==> config.mk <==
export PLATFORM = sky130hd
export DESIGN_NAME = ccd_fifo
export DESIGN_NICKNAME = d
export VERILOG_FILES = /design/src/ccd_pkg.sv /design/src/ccd_fifo.sv
export SDC_FILE = /design/constraint.sdc
export NUM_CORES = 1
export LEC_CHECK = 0
export BUFFER_PORTS_ARGS = -buffer_cell sky130_fd_sc_hd__buf_2
export CAP_MARGIN = 40
export CORE_MARGIN = 2
export CORE_UTILIZATION = 47
export CTS_CLUSTER_SIZE = 24
export DETAILED_ROUTE_END_ITERATION = 8
export PLACE_DENSITY_LB_ADDON = 0.2
export SYNTH_ARGS = -nofsm -noshare
export SYNTH_HDL_FRONTEND = slang
export SYNTH_SLANG_ARGS = --single-unit
==> constraint.sdc <==
create_clock -name aclk -period 5 [get_ports aclk]
set_clock_uncertainty 0.15 [all_clocks]
set_input_delay 1.5 -clock aclk [delete_from_list [all_inputs] [get_ports aclk]]
set_output_delay 1.5 -clock aclk [all_outputs]
set_load 0.05 [all_outputs]
==> src/ccd_pkg.sv <==
// Shared types and constants for the crossbar differential decoder.
`timescale 1ns / 1ps
package ccd_pkg;

    localparam int MAX_OUTPUTS = 32;
    localparam int MAX_NEURONS = 256;
    localparam int NUM_COLUMNS = 2 * MAX_OUTPUTS;

    localparam int COL_W  = 6;
    localparam int OHMS_W = 24;
    localparam int OIDX_W = 5;
    localparam int VOLT_W = 16;
    localparam int SUM_W  = 48;
    localparam int ALPHA_W = 40;

    localparam logic [1:0] REQ_LOAD   = 2'd0;
    localparam logic [1:0] REQ_SAMPLE = 2'd1;
    localparam logic [1:0] REQ_CLEAR  = 2'd2;

    localparam logic [1:0] STAT_OK      = 2'd0;
    localparam logic [1:0] STAT_BAD_CFG = 2'd1;
    localparam logic [1:0] STAT_ZERO_R  = 2'd2;
    localparam logic [1:0] STAT_SAT     = 2'd3;

    localparam logic [1:0] CFG_LOAD_OHMS = 2'd0;
    localparam logic [1:0] CFG_ALPHA     = 2'd1;
    localparam logic [1:0] CFG_AMPLITUDE = 2'd2;

    typedef enum logic [2:0] {
        CK_NOP,
        CK_LOAD,
        CK_ZERO_R,
        CK_CLEAR,
        CK_SAMPLE,
        CK_BAD_CFG
    } cmd_kind_t;

    typedef struct packed {
        cmd_kind_t                  kind;
        logic [COL_W-1:0]           col;
        logic [OHMS_W-1:0]          ohms;
        logic [OIDX_W-1:0]          oidx;
        logic signed [VOLT_W-1:0]   vp;
        logic signed [VOLT_W-1:0]   vn;
    } cmd_t;

    typedef enum logic [3:0] {
        ST_IDLE,
        ST_LD_DIV,
        ST_LD_WR,
        ST_RDN,
        ST_MULN,
        ST_T1,
        ST_RL0,
        ST_RL1,
        ST_FIN,
        ST_CHK,
        ST_DIV,
        ST_QFIN,
        ST_DONE
    } back_state_t;

endpackage

==> src/ccd_fifo.sv <==
// Two-entry command queue between the front and back ends.
`timescale 1ns / 1ps
module ccd_fifo (
    input  logic           aclk,
    input  logic           aresetn,
    input  logic           push,
    input  ccd_pkg::cmd_t  push_cmd,
    output logic           full,
    input  logic           pop,
    output logic           empty,
    output ccd_pkg::cmd_t  head
);
    import ccd_pkg::*;

    cmd_t       entry_reg [2];
    logic       wr_ptr_reg, wr_ptr_next;
    logic       rd_ptr_reg, rd_ptr_next;
    logic [1:0] count_reg, count_next;

    assign full  = (count_reg == 2'd2);
    assign empty = (count_reg == 2'd0);
    assign head  = entry_reg[rd_ptr_reg];

    always_comb begin
        wr_ptr_next = push ? ~wr_ptr_reg : wr_ptr_reg;
        rd_ptr_next = pop ? ~rd_ptr_reg : rd_ptr_reg;
        count_next  = count_reg + 2'(push) - 2'(pop);
    end

    always_ff @(posedge aclk) begin
        if (push)
            entry_reg[wr_ptr_reg] <= push_cmd;
    end

    always_ff @(posedge aclk) begin
        if (!aresetn) begin
            wr_ptr_reg <= 1'b0;
            rd_ptr_reg <= 1'b0;
            count_reg  <= 2'd0;
        end else begin
            wr_ptr_reg <= wr_ptr_next;
            rd_ptr_reg <= rd_ptr_next;
            count_reg  <= count_next;
        end
    end

endmodule

==> flow_summary.toml <==
[clocking]
htreeDepth = 4
clock_path_buffers = 2
ctsResizeCount = 0
cts_post_setup_buffers_inserted = 0
hold_buffers = 0
cts_buffers = 17
cts_tree = "yes"
clkTransAtPathRegs_ps = 60
clock_latency_ps = 400
cts_sinks = 145
cts_root_buf = "clkbuf_16"

[critical_path]
crit_path_top_delay_cell = "buf_12"
cp_num_buf_inv = 2
worst_ep_arrival_time_ps = 1810
crit_path_start_kind = "register"
r2r_start = "wr_ptr_reg"
path_cells = "buf_12, mux2_4, buf_2"
crit_path_end_kind = "primary output"
max_stage_delay_ps = 440
cp_data_required_time_ps = 3350
criticalPathCategory = "reg -> out"
critPathMaxFanout = 70
cp_top_family = "buffers and inverters"

[timing]
setup_violations = 0
hold_viol = 0
fin_crit_sh = 0.6911
timing.slew.headroom = 0.4233
rsz0062_at_grt = "false"
final.setup.tns_ps = 0
worstMarginPinSlew_ps = 865.1
drv_slew = 0
fmax_mhz = 289.4
period_needed_ps = 3456

[floorplanning]
die_w_um = 113.5
die-area_um2 = 12870
die-height_um = 113.5
initial_core_util = 0.4870
io_pins = 146
row_count = 39
fp.coreArea_um2 = 11560

[global_route]
grt_overflow = 0
grt_max_degree = 71
grt_pass1_vias = 2792
grt_pass1_wl_um = 14130
antenna_found_initial = 0
grt.total_usage = 0.1484

[detailed_routing]
totalWireLength_um = 9056
drt-initial-drc-count = 182
dr.max_layer_used = "met4"
drcViolationCount = 0
wl_met3_um = 679
ant_nets = 0
drt-met1-wl_um = 3645
drt-pass1-iter-count = 4
vias_per_cell = 4.785
wl_per_cell_um = 16.35
dr_wl_met2_um = 4668
via_count = 2651

[status]
status = "complete, no violations"

[run]
cap_violations = 0

[power_and_ir_drop]
power.density_nw_per_um2 = 451.2
power_w = 0.003178
total_leakage_power_nw = 2.841
ir_drop_mv = 0.2672

[logic_synthesis]
synth_most_common_cell = "edfxtp_1"
synth_area_per_cell_um2 = 23.56
yosys_warnings = 0
netlist_top_cells_count = "edfxtp_1, mux2_4, buf_12"
synthTopCellsByArea = "edfxtp_1, mux2_4, buf_12"
synth_nets = 315
async_flop_share = 0
synthCells = 239
ys_seq_elements = 145
yosysTopAreaCell = "edfxtp_1"
yosysTopAreaCellShare = 0.7465
synthesis.area_um2 = 5632
synthFlopType = "edfxtp_1"
ys_seq_area_frac = 0.7643
netlist-cell-type-count = 13
synth-edff-count = 140

[final_layout]
n_antenna_cell = 0
syn_to_final_growth_pct = 25.06
nNetsFinal = 474
drive_gt1_frac = 0.6034
largest_reg_flops = 140

[hold_path]
hold_path_class = "reg -> reg"
min_from = "rd_ptr_reg"

[place]
portBuffers = 145
routabilityCongestion = 0.6632
## path summary, 6_finish.rpt
kind / slack (ps) / end / cells past startpoint
max: 1540 / head[36] / 3
min: 430 / register / 2
max reg2reg: 3100 / entry_reg[0][46] / 2
min reg2reg: 430 / register / 2
## stage by stage
stage | cell area [um2] | util | instances | setup WS [ps] | hold slack, ps
6_report | 7043 | 0.6090 | 554 | 1545 | 425.9
5_1_grt | 7043 | 0.6090 | 554 | 1485 | 445.0
4_1_cts | 7043 | 0.6090 | 554 | 1514 | 428.7
3_5_place_dp | 6446 | 0.5574 | 522 | 1773 | 413.3
3_3_place_gp | 6426 | 0.5557 | 521 | 1773 | 407.8
2_1_floorplan | 5634 | - | 239 | 1064 | 404.6
## placed cells by master (no fill, tap or decap), types with 3 or more instances in the layout
cell	Yosys	routed
clkbuf_1	0	4
buf_2	0	145
clkbuf_16	0	17
dfxtp_1	5	4
clkbuf_8	0	6
and2_1	4	3
edfxtp_1	140	140
nor2b_1	4	3
mux2_4	70	70
## logic make-up (layout without fill, tap and decap cells)
group / Yosys count / in the layout / synth area share
AO/OA/AOI/OAI: 1 / 1 / 0.001334
XOR/XNOR: 2 / 2 / 0.005554
adder cells (fa/ha/maj): 2 / 2 / 0.004443
buffers and inverters: 10 / 182 / 0.02822
flip-flops: 145 / 145 / 0.7643
multiplexers: 70 / 70 / 0.1866
AND/OR/NAND/NOR: 9 / 9 / 0.009551
## report_power, final
| group | switching [W] | internal (W) |
|---|---|---|
| Clock | 0.000427 | 0.000811 |
| Combinational | 0.000340 | 0.000174 |
| Sequential | 0.0000180 | 0.00141 |
## worst min-delay path, delay by kind of cell (launching register included)
family        cells  cell delay (ps)
simple gates      1              140
xor+xnor          1               70
flops             1              330
## metal layers
layer  global-route usage  vias up
met1               0.1678     1295
met3              0.07120        4
li1                     -     1263
met4              0.05854        0
met5                    0        -
met2               0.2443       89
## cell type report
class                   instances  area, um2
clock inverters                 5      73.82
inverters                       2      7.507
repair buffers                148      773.2
flip-flops and latches        145       4308
clock buffers                  27      523.0
multi-input cells              84       1179
fillers                       827       4522
well taps                     143      178.9
(Power assumes the default switching activity.)
