[src/ccd_pkg.sv]
// Shared types and constants for the crossbar differential decoder.
`timescale 1ns / 1ps
package ccd_pkg;

    localparam int MAX_OUTPUTS = 32;
    localparam int MAX_NEURONS = 256;
    localparam int NUM_COLUMNS = 2 * MAX_OUTPUTS;

    localparam int COL_W  = 6;
    localparam int OHMS_W = 24;
    localparam int OIDX_W = 5;
    localparam int VOLT_W = 16;
    localparam int SUM_W  = 48;
    localparam int ALPHA_W = 40;

    localparam logic [1:0] REQ_LOAD   = 2'd0;
    localparam logic [1:0] REQ_SAMPLE = 2'd1;
    localparam logic [1:0] REQ_CLEAR  = 2'd2;

    localparam logic [1:0] STAT_OK      = 2'd0;
    localparam logic [1:0] STAT_BAD_CFG = 2'd1;
    localparam logic [1:0] STAT_ZERO_R  = 2'd2;
    localparam logic [1:0] STAT_SAT     = 2'd3;

    localparam logic [1:0] CFG_LOAD_OHMS = 2'd0;
    localparam logic [1:0] CFG_ALPHA     = 2'd1;
    localparam logic [1:0] CFG_AMPLITUDE = 2'd2;

    typedef enum logic [2:0] {
        CK_NOP,
        CK_LOAD,
        CK_ZERO_R,
        CK_CLEAR,
        CK_SAMPLE,
        CK_BAD_CFG
    } cmd_kind_t;

    typedef struct packed {
        cmd_kind_t                  kind;
        logic [COL_W-1:0]           col;
        logic [OHMS_W-1:0]          ohms;
        logic [OIDX_W-1:0]          oidx;
        logic signed [VOLT_W-1:0]   vp;
        logic signed [VOLT_W-1:0]   vn;
    } cmd_t;

    typedef enum logic [3:0] {
        ST_IDLE,
        ST_LD_DIV,
        ST_LD_WR,
        ST_RDN,
        ST_MULN,
        ST_T1,
        ST_RL0,
        ST_RL1,
        ST_FIN,
        ST_CHK,
        ST_DIV,
        ST_QFIN,
        ST_DONE
    } back_state_t;

endpackage

[src/ccd_front.sv]
// Front end: classifies an incoming request into a command for the back end.
`timescale 1ns / 1ps
module ccd_front (
    input  logic [1:0]                   req_type,
    input  logic [ccd_pkg::COL_W-1:0]    column_index,
    input  logic [ccd_pkg::OHMS_W-1:0]   cell_ohms,
    input  logic [ccd_pkg::OIDX_W-1:0]   out_sel,
    input  logic [ccd_pkg::VOLT_W-1:0]   vpos,
    input  logic [ccd_pkg::VOLT_W-1:0]   vneg,
    input  logic [ccd_pkg::OHMS_W-1:0]   load_ohms,
    input  logic [ccd_pkg::ALPHA_W-1:0]  alpha_scale,
    input  logic [ccd_pkg::VOLT_W-1:0]   amp_q12,
    output ccd_pkg::cmd_t                cmd
);
    import ccd_pkg::*;

    logic cfg_bad;
    logic out_bad;
    logic col_bad;

    assign cfg_bad = (load_ohms == '0) || (alpha_scale == '0) || (amp_q12 == '0);
    assign out_bad = (6'(out_sel) >= 6'(MAX_OUTPUTS));
    assign col_bad = (7'(column_index) >= 7'(NUM_COLUMNS));

    always_comb begin
        cmd.col  = column_index;
        cmd.ohms = cell_ohms;
        cmd.oidx = out_sel;
        cmd.vp   = vpos;
        cmd.vn   = vneg;
        unique case (req_type)
            REQ_LOAD: begin
                if (cell_ohms == '0)
                    cmd.kind = CK_ZERO_R;
                else if (col_bad)
                    cmd.kind = CK_NOP;
                else
                    cmd.kind = CK_LOAD;
            end
            REQ_SAMPLE: begin
                cmd.kind = (cfg_bad || out_bad) ? CK_BAD_CFG : CK_SAMPLE;
            end
            REQ_CLEAR: cmd.kind = CK_CLEAR;
            default:   cmd.kind = CK_NOP;
        endcase
    end

endmodule

[config.mk]
export PLATFORM = sky130hd
export DESIGN_NAME = ccd_front
export DESIGN_NICKNAME = d
export VERILOG_FILES = /design/src/ccd_pkg.sv /design/src/ccd_front.sv
export SDC_FILE = /design/constraint.sdc
export NUM_CORES = 1
export LEC_CHECK = 0
export BUFFER_PORTS_ARGS = -buffer_cell sky130_fd_sc_hd__buf_4
export CAP_MARGIN = 40
export CORE_AREA = 2 2 85 87
export DETAILED_ROUTE_END_ITERATION = 8
export DIE_AREA = 0 0 87 89
export PLACE_DENSITY_LB_ADDON = 0.3
export SLEW_MARGIN = 25
export SYNTH_ARGS = -nofsm -noshare
export SYNTH_HDL_FRONTEND = slang
export SYNTH_SLANG_ARGS = --single-unit
[constraint.sdc]
create_clock -name vclk -period 3.18
set_input_delay 0.318 -clock vclk [all_inputs]
set_output_delay 0.318 -clock vclk [all_outputs]
set_load 0.005 [all_outputs]
==> impl_metrics.env, run 1 <==
export IMPL_status="finished, final reports clean"
export IMPL_path_buf_inv=2
export IMPL_numPortBuffers=133
export IMPL_crit_path_frequent_cell="buf_4"
export IMPL_power_share_combinational=1.000
export IMPL_io_pins=219
export IMPL_clock_buffers=0
export IMPL_antenna_cells=0
export IMPL_path_cells="buf_4 > nor4_1 > nand4_1 > or3_1 > a41oi_2 > buf_4"
export IMPL_ys_types=14
export IMPL_clkPwrFrac=0
export IMPL_critical_path_max_stage_delay_ns=0.42
export IMPL_crit_path_top_delay_cell="or3_1"
export IMPL_crit_family="simple AND/OR/NAND/NOR gates"
export IMPL_syn_area_per_cell_sq_um=7.071
export IMPL_die_area_sq_um=7743
export IMPL_postCtsSetupBuffers=0
export IMPL_die_x_um=87
export IMPL_dr_pass1_iters=2
export IMPL_postRouteAntennaNets=0
export IMPL_hold_violations=0
export IMPL_wl_mm=3.363
export IMPL_hold_buffers=0
export IMPL_slew_headroom=0.7478
export IMPL_drcViolationCount=0
export IMPL_postSynthCellCount=109
export IMPL_power_internal_uw=107.6
export IMPL_ys_seq_area_frac=0
export IMPL_p_leak_nw=0.6730
export IMPL_die_height_um=89
export IMPL_grt_max_degree=6
export IMPL_tns_ns=0
export IMPL_arrival_ns=1.61
export IMPL_crit_required_ns=2.86
export IMPL_cp_start_kind="input pin"
export IMPL_vias=931
export IMPL_drv_slew=0
export IMPL_final_cell_mix="buf_4, nor4_1, nand4_1, nand2_1, nand3_1"
export IMPL_mappedNetlistNets=258
export IMPL_p_switching_uw=37.40
export IMPL_synth_area_sq_um=770.7
export IMPL_gp_congestion=0.6381
export IMPL_crit_path_end_kind="primary output"
export IMPL_placementRows=30
export IMPL_cp_max_fo=1
export IMPL_seqCellArea_sq_um=0
export IMPL_cts_resized=0
export IMPL_ir_drop_v=0.00002278
export IMPL_grt_use_total=0.07124
export IMPL_p_seq_frac=0
export IMPL_mostFrequentLayoutCell="buf_4"
export IMPL_synth_warning_count=0
export IMPL_grt_pass1_vias=953
export IMPL_syn_to_final_growth_pct=77.27
export IMPL_nets=326
export IMPL_fin_crit_sh=0.6070
export IMPL_rsz0062_at_grt="false"
export IMPL_core_area_sq_um=6719
export IMPL_post_drt_wl_per_cell_um=13.19
export IMPL_drive_above_1_share=0.7714
export IMPL_initial_utilization=0.1147
export IMPL_grt_overflow_total=0
export IMPL_flops_and_latches=0
export IMPL_tightest_slew_ns=0.3748
export IMPL_switching_share=0.2579
export IMPL_drt_iter0_drc=7
export IMPL_fmax_mhz=518.1
export IMPL_utilization=0.2034
export IMPL_maxCapViolCount=0
export IMPL_period_needed_ns=1.930
export IMPL_worstSetupPathType="input pin to primary output"
export IMPL_grt_pass1_wl_mm=4.457
export IMPL_viasPerCell=3.651
export IMPL_hold_path_class="input pin to primary output"
export IMPL_grt_antenna_before_repair=0
export IMPL_finalSetupViolCount=0
export IMPL_power_density_nw_per_um2=106.1
[cells in the mapped netlist, drive strengths merged]
cell,count,area [sq um]
nor4,26,168.9
inv,1,3.750
nor2,1,3.750
nand4,4,25.02
nor2b,1,6.260
nand2,2,7.510
o21ai,1,5.000
o22ai,1,6.260
a41oi,1,16.27
nand3,2,10.01
and4,1,8.760
buf,67,503.0
or3,1,6.260
[layer usage]
layer	part of all wire	global-route usage	vias up
li1	-	-	462
met1	0.30	0.06955	390
met2	0.55	0.1437	67
met3	0.12	0.01939	12
met4	0.028	0.02273	0
met5	0	0	-
[path summary, 6_finish.rpt]
check            start      end  slack, ns  cells past startpoint
max    alpha_scale[20]  cmd[67]       1.25                      6
min           vneg[12]  cmd[12]       0.64                      0
[stage by stage]
step                power, mW  hold slack (ns)  instances  worst slack [ns]  cell area (sq um)
floorplan             0.07759           0.6662        109             1.645              770.7
global placement       0.1462           0.6360        255             1.248               1366
detailed placement     0.1471           0.6360        255             1.210               1366
CTS                    0.1475           0.6360        255             1.211               1366
global route           0.1566           0.6360        255             1.132               1366
finish                 0.1450           0.6360        255             1.250               1366
[power groups by stage]
| stage | logic [mW] | registers [mW] | clock network, mW |
|---|---|---|---|
| 6_report | 0.145 | 0 | 0 |
| 5_1_grt | 0.157 | 0 | 0 |
| 4_1_cts | 0.148 | 0 | 0 |
| 3_5_place_dp | 0.147 | 0 | 0 |
| 3_3_place_gp | 0.146 | 0 | 0 |
| 2_1_floorplan | 0.0776 | 0 | 0 |
[area by class of cell]
| cell class | instances | area (sq um) |
|---|---|---|
| repair buffers | 133 | 998.5 |
| well taps | 80 | 100.1 |
| multi-input cells | 41 | 264.0 |
| inverters | 1 | 3.754 |
| fillers | 761 | 5353 |
[cells by family (layout without fill, tap and decap cells)]
logic type             count (synthesis)  after routing  share of synthesized area
buffers and inverters                 68            134                     0.6575
and+or+nand+nor                       38             38                     0.3068
AOI/OAI and AO/OA                      3              3                    0.03572
Power figures use the tool's default switching activity.
==> run 2, diff against run 1 <==
==> constraint.sdc (replaced) <==
create_clock -name vclk -period 2
set_input_delay 0.2 -clock vclk [all_inputs]
set_output_delay 0.2 -clock vclk [all_outputs]
set_load 0.005 [all_outputs]
==> impl_metrics.env, run 2 (synthesized netlist as in run 1, its figures left out) <==
export IMPL_maxUsedRoutingLayer="met4"
export IMPL_die_height_um=89
export IMPL_cp_max_fo=1
export IMPL_power_density_nw_per_um2=168.4
export IMPL_cts_resized=0
export IMPL_postRouteAntennaNets=0
export IMPL_drive_above_1_share=0.7714
export IMPL_arrival_ns=1.49
export IMPL_status="finished, final reports clean"
export IMPL_fin_ws_ns=0.3112
export IMPL_die_x_um=87
export IMPL_hold_violations=0
export IMPL_placementRows=30
export IMPL_drv_slew=0
export IMPL_instances_no_fill=255
export IMPL_viasPerCell=3.686
export IMPL_period_needed_ns=1.689
export IMPL_switching_share=0.2564
export IMPL_wl_met1_um=964
export IMPL_die_area_sq_um=7743
export IMPL_numPortBuffers=133
export IMPL_nets=326
export IMPL_post_drt_wl_per_cell_um=13.11
export IMPL_grt_pass1_wl_mm=4.436
export IMPL_drcViolationCount=0
export IMPL_fmax_mhz=592.1
export IMPL_wl_mm=3.343
export IMPL_power_internal_uw=171.1
export IMPL_p_leak_nw=0.6730
export IMPL_crit_path_end_kind="primary output"
export IMPL_antenna_cells=0
export IMPL_p_switching_uw=58.98
export IMPL_hold_path_class="input pin to primary output"
export IMPL_p_seq_frac=0
export IMPL_core_area_sq_um=6719
export IMPL_ir_drop_v=0.00003610
export IMPL_dr_wl_met3_um=436
export IMPL_grt_overflow_total=0
export IMPL_clock_buffers=0
export IMPL_dr_pass1_iters=2
export IMPL_grt_use_total=0.07143
export IMPL_final_cell_mix="buf_4, nor4_1, nand4_1, nand2_1, nand3_1"
export IMPL_grt_pass1_vias=955
export IMPL_vias=940
export IMPL_crit_required_ns=1.80
export IMPL_hold_buffers=0
export IMPL_finalSetupViolCount=0
export IMPL_met2_length_mm=1.841
export IMPL_cp_start_kind="input pin"
export IMPL_post_dp_hpwl_mm=3.147
export IMPL_rsz0062_at_grt="false"
export IMPL_fin_crit_sh=0.8444
export IMPL_grt_antenna_before_repair=0
export IMPL_gp_congestion=0.6381
export IMPL_initial_utilization=0.1147
export IMPL_grt_max_degree=6
export IMPL_postLayoutCellArea_sq_um=1366
export IMPL_dpl_cell_area_sq_um=1366
export IMPL_maxCapViolCount=0
export IMPL_fill_cells=755
export IMPL_post_place_ws_ns=0.2732
export IMPL_slew_headroom=0.7799
export IMPL_postCtsSetupBuffers=0
export IMPL_io_pins=219
export IMPL_worstSetupPathType="input pin to primary output"
export IMPL_tightest_slew_ns=0.3271
export IMPL_place_inst=255
export IMPL_mostFrequentLayoutCell="buf_4"
export IMPL_power_share_combinational=1.000
export IMPL_clkPwrFrac=0
export IMPL_drt_iter0_drc=2
export IMPL_syn_to_final_growth_pct=77.27
export IMPL_flops_and_latches=0
export IMPL_tns_ns=0
export IMPL_seqCellArea_sq_um=0
==> run 2: cell counts in the layout (fill, tap and decap cells not counted) <==
No cell type changed its count.
==> run 2: layer usage <==
| metal | track usage | up-vias |
|---|---|---|
| li1 | - | 462 |
| met1 | 0.06681 | 399 |
| met2 | 0.1437 | 65 |
| met3 | 0.02493 | 14 |
| met4 | 0.02273 | 0 |
| met5 | 0 | - |
==> run 2: path summary, 6_finish.rpt <==
path / from / end / slack, ns / depth (start not counted)
max: alpha_scale[20] / cmd[67] / 0.31 / 6
min: vneg[12] / cmd[12] / 0.40 / 0
==> run 2: layout make-up <==
| type | count | area, sq um | share of cell area |
|---|---|---|---|
| multi-input cells | 41 | 264.0 | 0.1932 |
| inverters | 1 | 3.754 | 0.002747 |
| well taps | 80 | 100.1 | 0.07326 |
| repair buffers | 133 | 998.5 | 0.7308 |
==> run 2: power by group through the flow <==
stage | clock network [mW] | registers (mW) | logic, mW
2_1_floorplan | 0 | 0 | 0.123
3_3_place_gp | 0 | 0 | 0.232
3_5_place_dp | 0 | 0 | 0.233
4_1_cts | 0 | 0 | 0.234
5_1_grt | 0 | 0 | 0.249
6_report | 0 | 0 | 0.230
==> run 2: metrics by stage <==
step	power, mW	util	hold slack (ns)
finish	0.2301	0.2034	0.4000
global route	0.2485	0.2034	0.4000
CTS	0.2338	0.2034	0.4000
detailed placement	0.2332	0.2034	0.4000
global placement	0.2325	0.2034	0.4000
floorplan	0.1234	-	0.4302
==> run 2: critical path, cell delays in order <==
cell and delay (ns):
buf_4 0.10, nor4_1 0.30, nand4_1 0.15, or3_1 0.42, a41oi_2 0.17, buf_4 0.14
